==> src/sv/connection_packet_classifier_assert.svh <==
// Assertion macros for the connection packet classifier.
// Included by the modules that carry concurrent checks; no other dependencies.
`ifndef CONNECTION_PACKET_CLASSIFIER_ASSERT_SVH
`define CONNECTION_PACKET_CLASSIFIER_ASSERT_SVH
`ifndef SYNTHESIS
`define CPC_ASSERT_IMP(label, clk, rst_n, ante, cons) \
    label: assert property (@(posedge clk) disable iff (!rst_n) (ante) |-> (cons)) \
        else $error("cpc: same-cycle check failed");
`define CPC_ASSERT_NXT(label, clk, rst_n, ante, cons) \
    label: assert property (@(posedge clk) disable iff (!rst_n) (ante) |=> (cons)) \
        else $error("cpc: next-cycle check failed");
`else
`define CPC_ASSERT_IMP(label, clk, rst_n, ante, cons)
`define CPC_ASSERT_NXT(label, clk, rst_n, ante, cons)
`endif
`endif

==> src/sv/cpc_pkg.sv <==
// Shared types and codes for the connection packet classifier.
// No dependencies; imported by every module of the block.
`default_nettype none

package cpc_pkg;

    localparam int HEADER_BYTES = 12;

    localparam logic [1:0] ACT_PACKET = 2'd0;
    localparam logic [1:0] ACT_OPEN   = 2'd1;
    localparam logic [1:0] ACT_CLOSE  = 2'd2;

    localparam logic [1:0] MT_REQUEST = 2'd0;
    localparam logic [1:0] MT_ACCEPT  = 2'd1;
    localparam logic [1:0] MT_ACK     = 2'd2;

    localparam logic [1:0] VERDICT_NONE      = 2'd0;
    localparam logic [1:0] VERDICT_PROCESSED = 2'd1;
    localparam logic [1:0] VERDICT_OWN       = 2'd2;

    localparam logic [1:0] ROUTE_NONE     = 2'd0;
    localparam logic [1:0] ROUTE_SEND     = 2'd1;
    localparam logic [1:0] ROUTE_RECV     = 2'd2;
    localparam logic [1:0] ROUTE_RECV_CON = 2'd3;

    localparam logic [2:0] CFG_OPEN_MODE   = 3'd0;
    localparam logic [2:0] CFG_LOCAL_ADDR  = 3'd1;
    localparam logic [2:0] CFG_LOCAL_CID   = 3'd2;
    localparam logic [2:0] CFG_REMOTE_ADDR = 3'd3;
    localparam logic [2:0] CFG_REMOTE_CID  = 3'd4;

    typedef struct packed {
        logic        open_mode;
        logic [31:0] local_addr;
        logic [15:0] local_cid;
        logic [31:0] remote_addr;
        logic [15:0] remote_cid;
    } cfg_t;

    typedef struct packed {
        logic [1:0]  action;
        logic [3:0]  ip_header_words;
        logic [15:0] packet_length;
        logic        checksum_ok;
        logic [31:0] src_addr;
        logic [31:0] dst_addr;
        logic [15:0] src_cid;
        logic [15:0] dst_cid;
        logic [1:0]  msg_type;
    } item_t;

    typedef struct packed {
        logic [1:0]  verdict;
        logic [1:0]  route;
        logic [15:0] payload_length;
        logic [1:0]  conn_state_out;
    } result_t;

endpackage

`default_nettype wire

==> src/sv/cpc_cfg_regs.sv <==
// Configuration register file for the connection packet classifier.
// Depends on cpc_pkg.
`default_nettype none

module cpc_cfg_regs
    import cpc_pkg::*;
(
    input  wire logic        clk,
    input  wire logic        rst_n,
    input  wire logic        cfg_we,
    input  wire logic [2:0]  cfg_index,
    input  wire logic [31:0] cfg_wdata,
    output cfg_t             cfg
);

    cfg_t cfg_reg;

    always_ff @(posedge clk or negedge rst_n)
    begin
        if (!rst_n)
        begin
            cfg_reg <= '0;
        end
        else if (cfg_we)
        begin
            unique case (cfg_index)
                CFG_OPEN_MODE:   cfg_reg.open_mode   <= cfg_wdata[0];
                CFG_LOCAL_ADDR:  cfg_reg.local_addr  <= cfg_wdata;
                CFG_LOCAL_CID:   cfg_reg.local_cid   <= cfg_wdata[15:0];
                CFG_REMOTE_ADDR: cfg_reg.remote_addr <= cfg_wdata;
                CFG_REMOTE_CID:  cfg_reg.remote_cid  <= cfg_wdata[15:0];
                default:         cfg_reg <= cfg_reg;
            endcase
        end
    end

    assign cfg = cfg_reg;

endmodule

`default_nettype wire

==> src/sv/cpc_conn.sv <==
// Connection state, learned peer and per-item classification logic.
// Depends on cpc_pkg and connection_packet_classifier_assert.svh.
`default_nettype none

`include "connection_packet_classifier_assert.svh"

module cpc_conn
    import cpc_pkg::*;
#(
    parameter int HEADER_LEN = HEADER_BYTES
)
(
    input  wire logic clk,
    input  wire logic rst_n,
    input  wire logic step,
    input  item_t     item,
    input  cfg_t      cfg,
    output result_t   res
);

    typedef enum logic [1:0] {
        ST_CLOSED      = 2'd0,
        ST_LISTEN      = 2'd1,
        ST_WAITING     = 2'd2,
        ST_ESTABLISHED = 2'd3
    } conn_state_t;

    conn_state_t state_reg, state_next;
    logic [31:0] peer_addr_reg, peer_addr_next;
    logic [15:0] peer_cid_reg, peer_cid_next;

    logic [5:0]  hbytes;
    logic [16:0] min_len;
    logic        short_hdr;
    logic        own_pkt;
    logic        exact;

    assign hbytes    = {item.ip_header_words, 2'b00};
    assign min_len   = 17'(hbytes) + 17'(HEADER_LEN);
    assign short_hdr = {1'b0, item.packet_length} < min_len;
    assign own_pkt   = (item.src_addr != item.dst_addr) && (item.src_addr == cfg.local_addr)
                       && (item.src_cid == cfg.local_cid);
    assign exact     = (item.src_addr == peer_addr_reg) && (item.dst_addr == cfg.local_addr)
                       && (item.src_cid == peer_cid_reg) && (item.dst_cid == cfg.local_cid);

    always_comb
    begin
        state_next     = state_reg;
        peer_addr_next = peer_addr_reg;
        peer_cid_next  = peer_cid_reg;
        res            = '0;
        unique case (item.action)
            ACT_OPEN:
            begin
                if (cfg.open_mode)
                begin
                    state_next     = ST_WAITING;
                    peer_addr_next = cfg.remote_addr;
                    peer_cid_next  = cfg.remote_cid;
                end
                else
                begin
                    state_next     = ST_LISTEN;
                    peer_addr_next = '0;
                    peer_cid_next  = '0;
                end
            end
            ACT_CLOSE:
            begin
                state_next     = ST_CLOSED;
                peer_addr_next = '0;
                peer_cid_next  = '0;
            end
            ACT_PACKET:
            begin
                if (short_hdr || !item.checksum_ok)
                begin
                    res.verdict = VERDICT_NONE;
                end
                else if (own_pkt)
                begin
                    res.verdict = VERDICT_OWN;
                end
                else
                begin
                    unique case (state_reg)
                        ST_ESTABLISHED:
                        begin
                            if (item.msg_type != MT_REQUEST && item.msg_type != MT_ACCEPT
                                && exact)
                            begin
                                res.verdict = VERDICT_PROCESSED;
                                res.route   = (item.msg_type == MT_ACK) ? ROUTE_SEND
                                                                        : ROUTE_RECV;
                            end
                        end
                        ST_LISTEN:
                        begin
                            if (item.msg_type == MT_REQUEST
                                && item.dst_addr == cfg.local_addr
                                && item.dst_cid == cfg.local_cid)
                            begin
                                peer_addr_next = item.src_addr;
                                peer_cid_next  = item.src_cid;
                                state_next     = ST_ESTABLISHED;
                                res.verdict    = VERDICT_PROCESSED;
                                res.route      = ROUTE_RECV_CON;
                            end
                        end
                        ST_WAITING:
                        begin
                            if (item.msg_type == MT_ACCEPT && exact)
                            begin
                                state_next  = ST_ESTABLISHED;
                                res.verdict = VERDICT_PROCESSED;
                                res.route   = ROUTE_SEND;
                            end
                        end
                        default:
                        begin
                            res.verdict = VERDICT_NONE;
                        end
                    endcase
                end
                if (res.route != ROUTE_NONE)
                begin
                    res.payload_length = item.packet_length - 16'(hbytes);
                end
            end
            default:
            begin
                state_next = state_reg;
            end
        endcase
        res.conn_state_out = state_next;
    end

    always_ff @(posedge clk or negedge rst_n)
    begin
        if (!rst_n)
        begin
            state_reg     <= ST_CLOSED;
            peer_addr_reg <= '0;
            peer_cid_reg  <= '0;
        end
        else if (step)
        begin
            state_reg     <= state_next;
            peer_addr_reg <= peer_addr_next;
            peer_cid_reg  <= peer_cid_next;
        end
    end

    `CPC_ASSERT_IMP(a_route_needs_processed, clk, rst_n,
        step && res.route != ROUTE_NONE, res.verdict == VERDICT_PROCESSED)
    `CPC_ASSERT_IMP(a_closed_never_processes, clk, rst_n,
        step && state_reg == ST_CLOSED && item.action == ACT_PACKET,
        res.verdict != VERDICT_PROCESSED)
    `CPC_ASSERT_NXT(a_close_clears, clk, rst_n,
        step && item.action == ACT_CLOSE,
        state_reg == ST_CLOSED && peer_addr_reg == '0 && peer_cid_reg == '0)
    `CPC_ASSERT_NXT(a_own_keeps_state, clk, rst_n,
        step && item.action == ACT_PACKET && res.verdict == VERDICT_OWN,
        $stable(state_reg) && $stable(peer_addr_reg) && $stable(peer_cid_reg))

endmodule

`default_nettype wire

==> src/sv/connection_packet_classifier.sv <==
// An accepted item is held in item_reg; its result is registered into res_reg.
// Throughput: one transfer per cycle while m_tready holds; the input register frees while
// the result register is taken, so both sides stream without bubbles.
// Reset: valid flags clear, connection goes to closed, peer and configuration to zero.
// Depends on cpc_pkg, cpc_cfg_regs and cpc_conn.
`default_nettype none

module connection_packet_classifier
    import cpc_pkg::*;
#(
    parameter int HEADER_LEN = HEADER_BYTES
)
(
    input  wire logic         clk,
    input  wire logic         rst_n,
    input  wire logic         cfg_we,
    input  wire logic [2:0]   cfg_index,
    input  wire logic [31:0]  cfg_wdata,
    input  wire logic         s_tvalid,
    output logic              s_tready,
    // ip_header_words[3:0], packet_length[19:4], checksum_ok[20], src_addr[52:21],
    // dst_addr[84:53], src_cid[100:85], dst_cid[116:101], zero fill[119:117]
    input  wire logic [119:0] s_tdata,
    // action[1:0], msg_type[3:2]
    input  wire logic [3:0]   s_tuser,
    output logic              m_tvalid,
    input  wire logic         m_tready,
    // payload_length[15:0], conn_state_out[17:16], zero fill[23:18]
    output logic [23:0]       m_tdata,
    // verdict[1:0], route[3:2]
    output logic [3:0]        m_tuser
);

    cfg_t    cfg;
    item_t   in_item;
    item_t   item_reg;
    result_t res;
    result_t res_reg;
    logic    in_valid_reg;
    logic    out_valid_reg;
    logic    advance;
    logic    in_take;

    cpc_cfg_regs u_cfg (
        .clk       (clk),
        .rst_n     (rst_n),
        .cfg_we    (cfg_we),
        .cfg_index (cfg_index),
        .cfg_wdata (cfg_wdata),
        .cfg       (cfg)
    );

    assign in_item.action          = s_tuser[1:0];
    assign in_item.msg_type        = s_tuser[3:2];
    assign in_item.ip_header_words = s_tdata[3:0];
    assign in_item.packet_length   = s_tdata[19:4];
    assign in_item.checksum_ok     = s_tdata[20];
    assign in_item.src_addr        = s_tdata[52:21];
    assign in_item.dst_addr        = s_tdata[84:53];
    assign in_item.src_cid         = s_tdata[100:85];
    assign in_item.dst_cid         = s_tdata[116:101];

    assign advance  = in_valid_reg && (!out_valid_reg || m_tready);
    assign s_tready = !in_valid_reg || advance;
    assign in_take  = s_tvalid && s_tready;

    cpc_conn #(
        .HEADER_LEN (HEADER_LEN)
    ) u_conn (
        .clk   (clk),
        .rst_n (rst_n),
        .step  (advance),
        .item  (item_reg),
        .cfg   (cfg),
        .res   (res)
    );

    always_ff @(posedge clk or negedge rst_n)
    begin
        if (!rst_n)
        begin
            in_valid_reg  <= 1'b0;
            out_valid_reg <= 1'b0;
        end
        else
        begin
            if (in_take)
            begin
                in_valid_reg <= 1'b1;
            end
            else if (advance)
            begin
                in_valid_reg <= 1'b0;
            end
            if (advance)
            begin
                out_valid_reg <= 1'b1;
            end
            else if (m_tready)
            begin
                out_valid_reg <= 1'b0;
            end
        end
    end

    always_ff @(posedge clk)
    begin
        if (in_take)
        begin
            item_reg <= in_item;
        end
        if (advance)
        begin
            res_reg <= res;
        end
    end

    assign m_tvalid = out_valid_reg;
    assign m_tdata  = {6'd0, res_reg.conn_state_out, res_reg.payload_length};
    assign m_tuser  = {res_reg.route, res_reg.verdict};

endmodule

`default_nettype wire

==> config.mk <==
export PLATFORM = sky130hd
export DESIGN_NAME = connection_packet_classifier
export DESIGN_NICKNAME = d
export VERILOG_FILES = /design/src/sv/cpc_pkg.sv /design/src/sv/cpc_cfg_regs.sv /design/src/sv/cpc_conn.sv /design/src/sv/connection_packet_classifier.sv
export VERILOG_INCLUDE_DIRS = /design/src /design/src/sv
export SDC_FILE = /design/constraint.sdc
export NUM_CORES = 1
export LEC_CHECK = 0
export ABC_AREA = 1
export BUFFER_PORTS_ARGS = -buffer_cell sky130_fd_sc_hd__clkbuf_2
export CORE_ASPECT_RATIO = 0.7
export CORE_UTILIZATION = 30
export DETAILED_ROUTE_END_ITERATION = 10
export PLACE_DENSITY = 0.52
export SETUP_SLACK_MARGIN = 0.1
export SLEW_MARGIN = 5
export SYNTH_ARGS = -nofsm -noshare
export SYNTH_HDL_FRONTEND = slang
export SYNTH_SLANG_ARGS = --single-unit
==> constraint.sdc <==
create_clock -name clk -period 4.4 [get_ports clk]
set_input_delay 0.88 -clock clk [delete_from_list [all_inputs] [get_ports clk]]
set_output_delay 0.88 -clock clk [all_outputs]
set_load 0.005 [all_outputs]
After elaboration in Yosys (flattened, before gate mapping)
Index checks and enable logic that the tools add are counted.
{"block": "op_classes", "n_addsub": 2, "magnitude_cmp": 1, "n_eq_ne": 23, "mux": 33, "n_bitwise": 1, "reduce_logical": 35}
{"op": "$mux W32", "n": 5}
{"op": "$eq A32 B32 Y1", "n": 3}
{"op": "$pmux W32 S3", "n": 1}
{"op": "$mux W16", "n": 5}
{"op": "$eq A16 B16 Y1", "n": 3}
{"op": "$pmux W16 S3", "n": 1}
{"op": "$ne A32 B32 Y1", "n": 1}
{"op": "$mux W2", "n": 10}
{"op": "$pmux W2 S3", "n": 3}
{"op": "$lt A16 B17 Y1", "n": 1}
{"op": "$sub A16 B6 Y16", "n": 1}
{"op": "$logic_and A1 B1 Y1", "n": 12}
{"op": "$reduce_and A2 Y1", "n": 6}
{"op": "$mux W3", "n": 3}
{"op": "$eq A2 B2 Y1 const B", "n": 4}
{"op": "$reduce_bool A2 Y1", "n": 4}
{"op": "$add A6 B4 Y7 const B", "n": 1}
{"op": "$eq A2 B1 Y1 const B", "n": 3}
{"op": "$eq A3 B2 Y1 const B", "n": 2}
{"op": "$ne A2 B2 Y1 const B", "n": 3}
{"op": "$reduce_and A6 Y1", "n": 1}
{"op": "$logic_not A2 Y1", "n": 2}
{"op": "$mux W1", "n": 4}
{"op": "$ne A2 B1 Y1 const B", "n": 2}
{"op": "10 further kinds", "n": 14}
{"block": "totals", "ff_bits": 292, "input_bits": 164, "out_inout_bits": 30, "word_cells": 119}

Depth between registers and ports, before layout
{"block": "depth", "ltp_word": 12, "mapped_depth": 18, "mapped_depth_nobuf": 18}

By module
From an unflattened synthesis, not the netlist that was laid out.
{"block": "hier_totals", "hier_cells": 1490, "hier_area_um2": 14521.4}
{"mod": "cpc_conn", "instances": 1, "cells_per_inst": 899, "area_each_um2": 6193.4, "seq_area_each_um2": 1251.2}
{"mod": "connection_packet_classifier", "instances": 1, "cells_per_inst": 162, "area_each_um2": 4438.0, "seq_area_each_um2": 4344.2}
{"mod": "cpc_cfg_regs", "instances": 1, "cells_per_inst": 429, "area_each_um2": 3890.0, "seq_area_each_um2": 2427.3}

Least setup slack after synthesis
Ideal clock, no wire load.
{"block": "synth_timing", "kind": "input to register", "startpoint": "input m_tready", "endpoint": "register item_reg[0] in the netlist's numbering, enable pin", "setup_ns": 0.474, "arrival_ns": 3.454, "required_time_ns": 3.926, "slack_ns": 0.471, "path_stages": 4, "n_path_buf": 0, "cell_sequence": "inv_1 > nand3_1 > nand2_1 > inv_1"}
{"block": "synth_between", "elab_chain_len": 4}
{"item": "start, declared", "line": "connection_packet_classifier.sv:27", "rtl": "input wire logic m_tready,"}
{"item": "$logic_or A1 B1 Y1", "line": "connection_packet_classifier.sv:63", "rtl": "assign advance = in_valid_reg && (!out_valid_reg || m_tready);"}
{"item": "$logic_and A1 B1 Y1", "line": "connection_packet_classifier.sv:63"}
{"item": "$logic_or A1 B1 Y1", "line": "connection_packet_classifier.sv:64", "rtl": "assign s_tready = !in_valid_reg || advance;"}
{"item": "via s_tready", "line": "connection_packet_classifier.sv:20", "rtl": "output logic s_tready,"}
{"item": "$logic_and A1 B1 Y1", "line": "connection_packet_classifier.sv:65", "rtl": "assign in_take = s_tvalid && s_tready;"}
{"item": "via in_take", "line": "connection_packet_classifier.sv:42", "rtl": "logic in_take;"}
{"item": "end signal, assigned", "line": "connection_packet_classifier.sv:110", "rtl": "item_reg <= in_item;"}
{"item": "end, declared", "line": "connection_packet_classifier.sv:36", "rtl": "item_t item_reg;"}
The timed path passes the listed nets, and every way through them passes these cells.
A chain may end at the register's enable or synchronous reset.

Worst setup path in the final report
{"block": "layout_timing", "startpoint": "register item_reg[116] in the netlist's numbering", "endpoint": "register res_reg, in the netlist m_tdata[9], data pin"}
{"block": "layout_between", "elab_chain_len": 7, "word_cells_on_any_way": 8, "cone_classes": "2 x add/sub; 1 x order compare; 2 x mux; 3 x reduce/logical"}
{"item": "$add A6 B4 Y7", "line": "cpc_conn.sv:39", "rtl": "assign min_len = 17'(hbytes) + 17'(HEADER_LEN);"}
{"item": "$lt A16 B17 Y1", "line": "cpc_conn.sv:40", "rtl": "assign short_hdr = {1'b0, item.packet_length} < min_len;"}
{"item": "$logic_or A1 B1 Y1", "line": "cpc_conn.sv:76", "rtl": "if (short_hdr || !item.checksum_ok)"}
{"item": "$mux W2", "line": "cpc_conn.sv:76"}
{"item": "$mux W2", "line": "cpc_conn.sv:52", "rtl": "unique case (item.action)"}
{"item": "$reduce_bool A2 Y1", "line": "cpc_conn.sv:125", "rtl": "if (res.route != ROUTE_NONE)"}
{"item": "$reduce_and A2 Y1 (no source line)"}
{"item": "end signal, assigned", "line": "connection_packet_classifier.sv:114", "rtl": "res_reg <= res;"}
{"item": "end, declared", "line": "connection_packet_classifier.sv:38", "rtl": "result_t res_reg;"}
Several ways; a longest one is shown, not always the timed one. The select of a mux whose other input is x is not followed.

==> flow_metrics.env <==
export IMPL_status="finished clean"
export IMPL_dp_hpwl_mm=26.6
export IMPL_maxCapViolations=0
export IMPL_regArea_mm2=0.00802
export IMPL_drc=0
export IMPL_critPathMaxFanout=18
export IMPL_cts_sinks=292
export IMPL_synth_edf_count=143
export IMPL_ys_flop_type="dfrtp_1"
export IMPL_vdd_drop_max_mv=0.273
export IMPL_ys_seq_area_share_pct=57.7
export IMPL_synth_distinct_cells=36
export IMPL_wl_per_cell_um=16.2
export IMPL_max_slew_margin_pct=18.6
export IMPL_firstDrtPassIters=6
export IMPL_finClkSkew_ns=0.0214
export IMPL_synth_top_area_share_pct=30.9
export IMPL_cts_hold_buf=0
export IMPL_die_h_um=182
export IMPL_async_reset_ff_share_pct=51.0
export IMPL_ios=194
export IMPL_clk_pin_slew_ns=0.06
export IMPL_nFillCells=4627
export IMPL_grt_use_total_pct=16.0
export IMPL_yosysWarningCount=0
export IMPL_cts_buffers=31
export IMPL_place_congestion=0.823
export IMPL_post_route_period_util_pct=62.0
export IMPL_row_count=65
export IMPL_syn_inst=1499
export IMPL_first_iter_violations=730
export IMPL_grt_pass1_vias=9934
export IMPL_fmax_mhz=366
export IMPL_routed_wl_mm=37.5
export IMPL_initial_core_util_pct=30.6
export IMPL_grt_start_max_net_pins=97
export IMPL_tns_ns=0
export IMPL_final_min_clock_period_ns=2.73
export IMPL_ys_ff_latch=292
export IMPL_worst_pin_slew_ns=1.22
export IMPL_cts_max_path_buffers=3
export IMPL_arrival_ns=3.14
export IMPL_cp_required_ns=4.81
export IMPL_clkPwrFrac_pct=35.0
export IMPL_end_kind="flop"
export IMPL_cp_cell_sequence="inv_1 > ha_1 > xor2_1 > ha_1 > nand2_1 > o21ai_0 > nand4_1 > nand3_1 > nand2_1 > inv_1 > nand2_1 > nor3_1 > nand2_2 > a21oi_1"
export IMPL_largest_register_ffs=121
export IMPL_postCtsSetupRepairBufs=0
export IMPL_ant_nets=0
export IMPL_multiInputGateArea_mm2=0.00489
export IMPL_grt_pass1_wl_mm=57.8
export IMPL_cts_tree="done"
export IMPL_internal_power_uw=5380
export IMPL_post_cts_resize_count=0
export IMPL_netlist_area_mm2=0.0139
export IMPL_synth_common_cells="nand2_1 (398), inv_1 (185), o21ai_0 (150), dfrtp_1 (149), edfxtp_1 (143)"
export IMPL_core_area_mm2=0.0454
export IMPL_switching_share_pct=29.7
export IMPL_cp_num_buf_inv=2
export IMPL_vias=10053
export IMPL_io_buffer_count=184
export IMPL_cp_slowest_cell="edfxtp_1"
export IMPL_die_w_um=259
export IMPL_combPwrFrac_pct=17.0
export IMPL_drive_above_1_share_pct=16.6
export IMPL_synth_top_cell_by_area="edfxtp_1"
export IMPL_p_total_uw=7660
export IMPL_syn_to_final_growth_pct=18.9
export IMPL_setup_viol=0
export IMPL_hp_class="input port to asynchronous set/reset pin"
export IMPL_powerDensity_mw_per_mm2=463
export IMPL_crit_top_cell="nand2_1"
export IMPL_cts_max_level=1
export IMPL_critPathKind="flop to flop"
export IMPL_yosysMostFrequentCell="nand2_1"
export IMPL_root_buffer="clkbuf_16"
export IMPL_die_area_mm2=0.0472
export IMPL_hold_violations=0
export IMPL_netlist_top_cells_area="edfxtp_1 (31%), dfrtp_1 (27%), nand2_1 (11%)"
export IMPL_routed_via_density=4.35
export IMPL_critPathMaxStageDelay_ns=0.42
export IMPL_cp_top_family="simple AND/OR/NAND/NOR gates"
export IMPL_overflow=0
export IMPL_drv_slew=0
export IMPL_leakagePower_uw=0.00763
export IMPL_clkLatencyLatePin_ns=0.58
export IMPL_switchingPower_uw=2280
export IMPL_nNetsFinal=1863
export IMPL_power_frac_seq_pct=48.0
export IMPL_rsz0062_at_grt="no"
export IMPL_avgSynthCellArea_um2=9.27
export IMPL_start_kind="flop"
export IMPL_antenna_found_initial=1
## area by class of cell
class | count | share of cell area (%)
sequential | 292 | 48.5
multi-input combinational | 960 | 29.6
timing repair buffer | 199 | 6.44
clock buffer | 35 | 4.97
tap | 603 | 4.57
inverter | 200 | 4.56
clock inverter | 23 | 1.32
antenna | 1 | 0.0151
## cell families (layout without fill, tap and decap cells)
logic type               count (synthesis)  in the layout  synth area share (%)
AO/OA/AOI/OAI                          219            219                  8.53
XOR/XNOR                               130            130                  8.19
adder cells (fa/ha/maj)                 15             15                  1.40
buffers and inverters                  252            457                  7.28
flip-flops                             292            292                  57.7
other                                    1              7                0.0270
AND/OR/NAND/NOR                        590            590                  16.8
## worst reg2reg max path: stages, from the launching register on
cell and delay [ns]:
edfxtp_1 0.42, inv_1 0.09, ha_1 0.21, xor2_1 0.15, ha_1 0.30, nand2_1 0.05
o21ai_0 0.14, nand4_1 0.10, nand3_1 0.08, nand2_1 0.07, inv_1 0.10, nand2_1 0.08
nor3_1 0.27, nand2_2 0.29, a21oi_1 0.22
## final timing paths
kind,startpoint,to,slack (ns),depth (start not counted)
worst max register to register,item_reg[116]$_DFFE_PP_,m_tdata[9]$_SDFFCE_PN0P_,1.67,14
max in group asynchronous,rst_n,u_cfg.cfg[5]$_DFFE_PN0P_,3.16,2
worst max-delay path,item_reg[116]$_DFFE_PP_,m_tdata[9]$_SDFFCE_PN0P_,1.67,14
min in group clk,s_tdata[99],item_reg[32]$_DFFE_PP_,0.47,1
worst min register to register,u_cfg.cfg[12]$_DFFE_PN0P_,u_cfg.cfg[12]$_DFFE_PN0P_,0.49,2
worst min-delay path,rst_n,u_cfg.cfg[83]$_DFFE_PN0P_,0.31,1
## cell usage in the layout, fill, tap and decap left out, types with 3 or more instances in the layout
cell type   Yosys  final
edfxtp_1      143    143
nand3b_1        3      3
buf_4           6     13
nor3_1          4      4
nand2_1       398    397
o21ai_1        34     34
a21oi_1        13     13
bufinv_16       0      3
dfrtp_1       149    149
nand4_1         6      6
a21oi_2         4      4
inv_1         185    184
nand3_1        46     45
xnor2_1        49     49
xor2_1         81     81
nand3_2         2      3
clkinvlp_4      0      4
a32o_1         12     12
clkbuf_2        0    183
ha_1           14     14
nor2_1        122    122
conb_1          1      6
o21ai_0       150    150
inv_2          15     15
clkinv_4        0      3
clkinv_2        0      9
clkbuf_16       0     32
## power groups by stage
stage               sequential [µW]  clock (µW)  combinational, µW
floorplan                      3630           0                919
global placement               3720           0               1290
detailed placement             3730           0               1320
CTS                            3680        2770               1320
global route                   3740        2870               1510
finish                         3680        2680               1300
## stage by stage
step | area [µm²] | hold slack, ns | util, % | instances | setup WS [ns]
floorplan | 13900 | 0.453 | - | 1504 | 0.471
global placement | 15500 | 0.468 | 34.1 | 2254 | 1.67
detailed placement | 15500 | 0.474 | 34.1 | 2254 | 1.66
CTS | 16500 | 0.343 | 36.4 | 2312 | 1.64
global route | 16500 | 0.366 | 36.4 | 2312 | 1.42
finish | 16500 | 0.313 | 36.4 | 2313 | 1.67
## routing by layer
layer	GRT usage, %	up-vias	wire length [µm]
met1	23.6	4641	18600
met3	2.89	52	1850
met2	23.9	214	16000
met5	0	-	0
li1	-	5146	-
met4	4.49	0	959
Power figures use the tool's default switching activity.
